==> src/design/rph_pkg.sv <==
// rph_pkg: shared types and constants for the rgb pixel hue extractor
// no dependencies; imported by every module of the block

package rph_pkg;

  // default widths
  localparam int SAMPLE_BITS_DEF = 16;
  localparam int HUE_BITS_DEF    = 16;

  // fixed port widths
  localparam int IN_W  = 16;
  localparam int HUE_W = 16;

  // which channel holds the minimum, tested red first, then green
  typedef enum logic [1:0] {
    SEC_RED_MIN,
    SEC_GREEN_MIN,
    SEC_BLUE_MIN
  } rph_sector_t;

  // control that travels alongside each pipeline slot
  typedef struct packed {
    logic valid;
    logic achro;
  } rph_ctl_t;

endpackage

==> src/design/rgb_pixel_hue_extract.sv <==
// rgb_pixel_hue_extract: top level of the hexcone hue pipeline
// depends on rph_pkg, rph_prep and rph_div_stage
//
// usage
//   input: raise start with a pixel on in_red, in_green, in_blue (signed);
//   the transfer happens at a rising edge with start high and busy low
//   output: out_valid marks one cycle holding out_hue and out_achromatic;
//   the receiver takes the transfer in that cycle and cannot hold it off
//   path: every pixel passes the rph_prep register stages, then one divider stage per quotient bit
//   throughput: one pixel per clock, set by the fully pipelined divider with
//   one registered restoring step per quotient bit
//   hue is floor(num * 2^HUE_BITS / (6*d)) where d is max minus min of the
//   clamped channels; an equal max and min gives hue zero and achromatic set
//   reset: synchronous, active low; clears every valid bit in flight and
//   holds busy high for that cycle, after which busy stays low
//   no stall path: results leave on schedule regardless of the receiver

module rgb_pixel_hue_extract #(
  parameter int SAMPLE_BITS = rph_pkg::SAMPLE_BITS_DEF,
  parameter int HUE_BITS    = rph_pkg::HUE_BITS_DEF
) (
  input  logic                              clk,
  input  logic                              rst_n,
  input  logic                              start,
  output logic                              busy,
  input  logic signed [rph_pkg::IN_W-1:0]   in_red,
  input  logic signed [rph_pkg::IN_W-1:0]   in_green,
  input  logic signed [rph_pkg::IN_W-1:0]   in_blue,
  output logic                              out_valid,
  output logic        [rph_pkg::HUE_W-1:0]  out_hue,
  output logic                              out_achromatic
);
  import rph_pkg::*;

  // numerator and divisor width: 6*d stays below 2^(SAMPLE_BITS+2)
  localparam int NW = SAMPLE_BITS + 2;

  logic busy_r;
  logic in_xfer;

  // per-stage divider signals, index k feeds stage k
  rph_ctl_t      ctl [0:HUE_BITS];
  logic [NW-1:0] rem [0:HUE_BITS-1];
  logic [NW-1:0] den [0:HUE_BITS-1];
  logic [HUE_BITS-1:0] quo [0:HUE_BITS];

  // busy only covers the reset cycle; the pipeline never back-pressures
  always_ff @(posedge clk) begin
    if (!rst_n) begin
      busy_r <= 1'b1;
    end else begin
      busy_r <= 1'b0;
    end
  end

  assign busy    = busy_r;
  assign in_xfer = start & ~busy_r;

  // front end: clamp, min/max, sector select, numerator and 6*d
  rph_prep #(
    .SAMPLE_BITS (SAMPLE_BITS)
  ) u_prep (
    .clk     (clk),
    .rst_n   (rst_n),
    .valid_i (in_xfer),
    .red_i   (in_red),
    .green_i (in_green),
    .blue_i  (in_blue),
    .ctl_o   (ctl[0]),
    .num_o   (rem[0]),
    .den_o   (den[0])
  );

  assign quo[0] = '0;

  // divider: one quotient bit per stage, msb first
  for (genvar k = 0; k < HUE_BITS; k++) begin : g_div
    if (k < HUE_BITS - 1) begin : g_mid
      rph_div_stage #(
        .NW (NW),
        .QW (HUE_BITS)
      ) u_stage (
        .clk   (clk),
        .rst_n (rst_n),
        .ctl_i (ctl[k]),
        .rem_i (rem[k]),
        .den_i (den[k]),
        .quo_i (quo[k]),
        .ctl_o (ctl[k+1]),
        .rem_o (rem[k+1]),
        .den_o (den[k+1]),
        .quo_o (quo[k+1])
      );
    end else begin : g_last
      // last step: remainder and divisor are not needed downstream
      rph_div_stage #(
        .NW (NW),
        .QW (HUE_BITS)
      ) u_stage (
        .clk   (clk),
        .rst_n (rst_n),
        .ctl_i (ctl[k]),
        .rem_i (rem[k]),
        .den_i (den[k]),
        .quo_i (quo[k]),
        .ctl_o (ctl[k+1]),
        .rem_o (),
        .den_o (),
        .quo_o (quo[k+1])
      );
    end
  end

  // result transfer straight from the last divider register
  assign out_valid      = ctl[HUE_BITS].valid;
  assign out_achromatic = ctl[HUE_BITS].achro;
  assign out_hue        = HUE_W'(quo[HUE_BITS]);

endmodule

==> src/design/rph_prep.sv <==
// rph_prep: clamp, min/max, sector numerator and divisor set-up (four stages)
// depends on rph_pkg

module rph_prep #(
  parameter int SAMPLE_BITS = rph_pkg::SAMPLE_BITS_DEF
) (
  input  logic                                  clk,
  input  logic                                  rst_n,
  input  logic                                  valid_i,
  input  logic signed [rph_pkg::IN_W-1:0]       red_i,
  input  logic signed [rph_pkg::IN_W-1:0]       green_i,
  input  logic signed [rph_pkg::IN_W-1:0]       blue_i,
  output rph_pkg::rph_ctl_t                     ctl_o,
  output logic        [SAMPLE_BITS+1:0]         num_o,
  output logic        [SAMPLE_BITS+1:0]         den_o
);
  import rph_pkg::*;

  localparam int CW = SAMPLE_BITS - 1;
  localparam int NW = SAMPLE_BITS + 2;

  function automatic logic [CW-1:0] clamp_ch(input logic signed [IN_W-1:0] raw_in);
    logic signed [SAMPLE_BITS-1:0] raw;
    raw = SAMPLE_BITS'(raw_in);
    clamp_ch = raw[SAMPLE_BITS-1] ? '0 : raw[CW-1:0];
  endfunction

  // stage 1: clamped channels
  logic          v1_r;
  logic [CW-1:0] r1_r, g1_r, b1_r;

  // stage 2: spread and sector operands
  logic          v2_r;
  rph_sector_t   sec2_r;
  logic [CW-1:0] d2_r, p2_r, q2_r;

  // stage 3: numerator and six times spread
  logic          v3_r, a3_r;
  logic [NW-1:0] num3_r, six3_r;

  // stage 4: wrapped numerator and divisor
  rph_ctl_t      ctl4_r;
  logic [NW-1:0] num4_r, den4_r;

  logic [CW-1:0] mx2, mn2;
  rph_sector_t   sec2_nxt;
  logic [CW-1:0] p2_nxt, q2_nxt;
  logic [NW-1:0] d3_ext, kd3, num3_nxt, six3_nxt;

  always_comb begin
    mx2 = r1_r;
    mn2 = r1_r;
    if (g1_r > mx2) mx2 = g1_r;
    if (b1_r > mx2) mx2 = b1_r;
    if (g1_r < mn2) mn2 = g1_r;
    if (b1_r < mn2) mn2 = b1_r;
    if (r1_r == mn2) begin
      sec2_nxt = SEC_RED_MIN;
      p2_nxt   = b1_r;
      q2_nxt   = g1_r;
    end else if (g1_r == mn2) begin
      sec2_nxt = SEC_GREEN_MIN;
      p2_nxt   = r1_r;
      q2_nxt   = b1_r;
    end else begin
      sec2_nxt = SEC_BLUE_MIN;
      p2_nxt   = g1_r;
      q2_nxt   = r1_r;
    end
  end

  always_comb begin
    d3_ext = NW'(d2_r);
    unique case (sec2_r)
      SEC_RED_MIN:   kd3 = d3_ext + (d3_ext << 1);
      SEC_GREEN_MIN: kd3 = d3_ext + (d3_ext << 2);
      SEC_BLUE_MIN:  kd3 = d3_ext;
      default:       kd3 = d3_ext;
    endcase
    // result stays within 0 .. 6*d, so modular arithmetic is exact
    num3_nxt = kd3 + NW'(p2_r) - NW'(q2_r);
    six3_nxt = (d3_ext << 2) + (d3_ext << 1);
  end

  always_ff @(posedge clk) begin
    if (!rst_n) begin
      v1_r   <= 1'b0;
      v2_r   <= 1'b0;
      v3_r   <= 1'b0;
      ctl4_r <= '0;
    end else begin
      v1_r         <= valid_i;
      v2_r         <= v1_r;
      v3_r         <= v2_r;
      ctl4_r.valid <= v3_r;
      ctl4_r.achro <= a3_r;
    end
  end

  always_ff @(posedge clk) begin
    r1_r   <= clamp_ch(red_i);
    g1_r   <= clamp_ch(green_i);
    b1_r   <= clamp_ch(blue_i);
    sec2_r <= sec2_nxt;
    d2_r   <= mx2 - mn2;
    p2_r   <= p2_nxt;
    q2_r   <= q2_nxt;
    a3_r   <= (d2_r == '0);
    num3_r <= num3_nxt;
    six3_r <= six3_nxt;
    // full turn wraps to zero; achromatic gets divisor one so the quotient is zero
    num4_r <= (num3_r >= six3_r) ? '0 : num3_r;
    den4_r <= a3_r ? NW'(1) : six3_r;
  end

  assign ctl_o = ctl4_r;
  assign num_o = num4_r;
  assign den_o = den4_r;

endmodule

==> src/design/rph_div_stage.sv <==
// rph_div_stage: one registered restoring division step, one quotient bit
// depends on rph_pkg

module rph_div_stage #(
  parameter int NW = rph_pkg::SAMPLE_BITS_DEF + 2,
  parameter int QW = rph_pkg::HUE_BITS_DEF
) (
  input  logic              clk,
  input  logic              rst_n,
  input  rph_pkg::rph_ctl_t ctl_i,
  input  logic [NW-1:0]     rem_i,
  input  logic [NW-1:0]     den_i,
  input  logic [QW-1:0]     quo_i,
  output rph_pkg::rph_ctl_t ctl_o,
  output logic [NW-1:0]     rem_o,
  output logic [NW-1:0]     den_o,
  output logic [QW-1:0]     quo_o
);
  import rph_pkg::*;

  rph_ctl_t      ctl_r;
  logic [NW-1:0] rem_r, den_r;
  logic [QW-1:0] quo_r;

  logic [NW:0]   rem2, den_ext, diff;
  logic          ge;

  always_comb begin
    rem2    = {rem_i, 1'b0};
    den_ext = {1'b0, den_i};
    diff    = rem2 - den_ext;
    ge      = (rem2 >= den_ext);
  end

  always_ff @(posedge clk) begin
    if (!rst_n) begin
      ctl_r <= '0;
    end else begin
      ctl_r <= ctl_i;
    end
  end

  always_ff @(posedge clk) begin
    rem_r <= ge ? diff[NW-1:0] : rem2[NW-1:0];
    den_r <= den_i;
    quo_r <= {quo_i[QW-2:0], ge};
  end

  assign ctl_o = ctl_r;
  assign rem_o = rem_r;
  assign den_o = den_r;
  assign quo_o = quo_r;

endmodule
==> config.mk <==
export PLATFORM = sky130hd
export DESIGN_NAME = rgb_pixel_hue_extract
export DESIGN_NICKNAME = d
export VERILOG_FILES = /design/src/design/rph_pkg.sv /design/src/design/rgb_pixel_hue_extract.sv /design/src/design/rph_prep.sv /design/src/design/rph_div_stage.sv
export SDC_FILE = /design/constraint.sdc
export NUM_CORES = 2
export LEC_CHECK = 0
export ABC_AREA = 1
export BUFFER_PORTS_ARGS = -buffer_cell sky130_fd_sc_hd__buf_2
export CAP_MARGIN = 20
export CORE_UTILIZATION = 61
export CTS_BUF_LIST = sky130_fd_sc_hd__clkbuf_8
export DETAILED_ROUTE_END_ITERATION = 12
export GPL_TIMING_DRIVEN = 0
export MAX_ROUTING_LAYER = met4
export PLACE_DENSITY = 0.79
export SLEW_MARGIN = 25
export SYNTH_ARGS = -nofsm -noshare
export SYNTH_HDL_FRONTEND = slang
export SYNTH_SLANG_ARGS = --single-unit
==> constraint.sdc <==
create_clock -name clk -period 9.5 [get_ports clk]
set_clock_uncertainty 0.1 [all_clocks]
set_input_delay 0.475 -clock clk [delete_from_list [all_inputs] [get_ports clk]]
set_output_delay 0.475 -clock clk [all_outputs]
set_load 0.01 [all_outputs]
==> results_dict.tcl <==
set metrics [dict create \
    grt_usage_pct 28.3 \
    clk_pin_slew_ns 0.06 \
    ctsResizeCount 0 \
    grt_start_max_net_pins 17 \
    slew_viol_final 0 \
    cp.required_ns 10.09 \
    gp_congestion 0.951 \
    end_kind "flop" \
    cap_violations 0 \
    cts_hold_buf 63 \
    ys.warnings.count 0 \
    crit_top_cell "nand2_1" \
    slew_headroom_pct 50.0 \
    die_area_um2 67000 \
    areaGrowthSynthToFinish_pct 12.2 \
    cts_tree "built" \
    chipHeight_um 259 \
    grt_pass1_vias 31500 \
    final_common_cell "dfxtp_1" \
    slowest_stage "clkbuf_1" \
    setup_viol 0 \
    grt_pass1_wl_um 150000 \
    post-route-drc-count 0 \
    clock_path_buffers 3 \
    synthCells 4844 \
    vias_per_cell 5.32 \
    vias 32300 \
    rows 93 \
    drt_iter0_drc 2079 \
    post-route-period-util_pct 75.5 \
    clock_sinks 878 \
    antenna_left 0 \
    cpPeakStageDelay_ns 0.50 \
    status "finished, final reports clean" \
    netlist_area_um2 40300 \
    layout-drive-gt1-share_pct 6.35 \
    holdWs_ns 0.177 \
    post-dp-hpwl_um 70000 \
    syn_area_per_cell_um2 8.31 \
    core_um2 64800 \
    clk_latency_ns 0.80 \
    max_freq_mhz 139 \
    syn_nets 5342 \
    start_util_pct 62.1 \
    cts_setup_buffers 0 \
    io_pins 70 \
    ys_seq_area_share_pct 43.7 \
    path_class "reg2reg" \
    cts_buffers 138 \
    ys_ff_latch 878 \
    globalRouteOverflowTotal 0 \
    cts-root-buf "clkbuf_8" \
    layout.cells.non_filler 6066 \
    die_w_um 259 \
    synth_edf_count 0 \
    cts_htree_levels 4 \
    critPathArrivalTime_ns 7.76 \
    ys.flop_type "dfxtp_1" \
    min_period_ns 7.17 \
    async_flop_share_pct 0 \
    final.setup.tns_ns 0 \
    finalHoldViolations 0 \
    final_util_pct 69.7 \
    routed_wl_um 91700 \
    layout.nets 5613 \
    path_max_fanout 10 \
    yosysUniqueCellTypes 52 \
    drt_first_pass_iters 6 \
    rsz0062_at_grt "no" \
    numPortBuffers 68 \
    hold_class "in2reg" \
    cp-start-kind "flop" \
    antenna_found_initial 1 \
    tightestPinTransition_ns 0.748 \
    mostFrequentLayoutCells "dfxtp_1 (878), nand2_1 (821), inv_1 (733)" \
    dp.cells 5767 \
    wire_per_inst_um 15.1 \
]
## through the flow
stage               cell area [um2]  worst slack [ns]
global route                  45200              1.83
global placement              41700              2.58
finish                        45200              2.33
detailed placement            41700              2.58
CTS                           45200              2.55
floorplan                     40300              4.10
## synthesized netlist by cell type (33+ instances only)
cell type | number | area (um2)
xor2_1 | 131 | 1150
clkbuf_1 | 48 | 180
dfxtp_1 | 878 | 17600
nand2_1 | 821 | 3080
a21oi_1 | 442 | 2210
xnor2_1 | 157 | 1380
ha_1 | 414 | 5180
fa_1 | 33 | 661
o21ai_0 | 311 | 1560
nand4_1 | 38 | 238
nor3_1 | 33 | 165
inv_1 | 701 | 2630
nor2_1 | 329 | 1230
nand3_1 | 283 | 1420
## routing by layer
layer	share of wire, %	global-route usage [%]	vias up
li1	-	-	16400
met1	41	32.3	14700
met2	50	49.1	950
met3	5.5	4.11	279
met4	3.5	12.2	0
met5	0	-	-
## worst max-delay path: cells and delay by family (launching register included)
family / cells / cell delay (ns)
compound gates: 8 / 1.66
buf+inv: 8 / 1.39
xor+xnor: 1 / 0.13
simple gates: 17 / 2.10
fa+ha+maj: 4 / 1.20
flops: 1 / 0.46
## state kept, by name, indices dropped and copies added (netlist names), 15 cells and up
register and cells:
g_div.g_mid.u_stage.den_o 270, g_div.g_mid.u_stage.rem_o 270, g_div.g_mid.u_stage.quo_o 120, g_div.g_mid.u_stage.ctl_o 30, u_prep.den_o 18, u_prep.num3_r 18
u_prep.num_o 18, u_prep.six3_r 17, g_div.g_last.u_stage.quo_o 16, u_prep.b1_r 15, u_prep.d2_r 15, u_prep.g1_r 15
u_prep.p2_r 15, u_prep.q2_r 15, u_prep.r1_r 15
## cell families (layout without fill, tap and decap cells)
| kind of cell | after synthesis | in the layout | share of synthesized area (%) |
|---|---|---|---|
| flops | 878 | 878 | 43.7 |
| mux | 1 | 1 | 0.0280 |
| buf+inv | 791 | 1156 | 7.60 |
| compound gates | 887 | 887 | 11.8 |
| fa+ha+maj | 447 | 447 | 14.5 |
| other cells | 0 | 2 | 0 |
| xor+xnor | 288 | 288 | 6.27 |
| simple gates | 1552 | 1552 | 16.1 |
## final cells by class
type	count	area (um2)
antenna	2	5.00
buffer	88	419
clock buffer	175	2410
clock inverter	59	439
fill	5111	19600
inverter	703	2640
multi-input combinational	3175	19600
sequential	878	17600
tap	855	1070
timing repair buffer	131	971
## path summary, 6_finish.rpt
check                                                      from                         endpoint  slack, ns  depth (start not counted)
worst min register to register  g_div[8].g_mid.u_stage.quo_o[5]  g_div[9].g_mid.u_stage.quo_o[6]       0.22                          0
worst min-delay path                                in_blue[15]                   u_prep.b1_r[7]       0.18                          3
worst max register to register                  u_prep.r1_r[14]                  u_prep.d2_r[14]       2.33                         38
worst max-delay path                            u_prep.r1_r[14]                  u_prep.d2_r[14]       2.33                         38
Power is left out: the tool's default activity adds up to more than one toggle a clock period on the data nets, which glitch-free logic cannot reach.
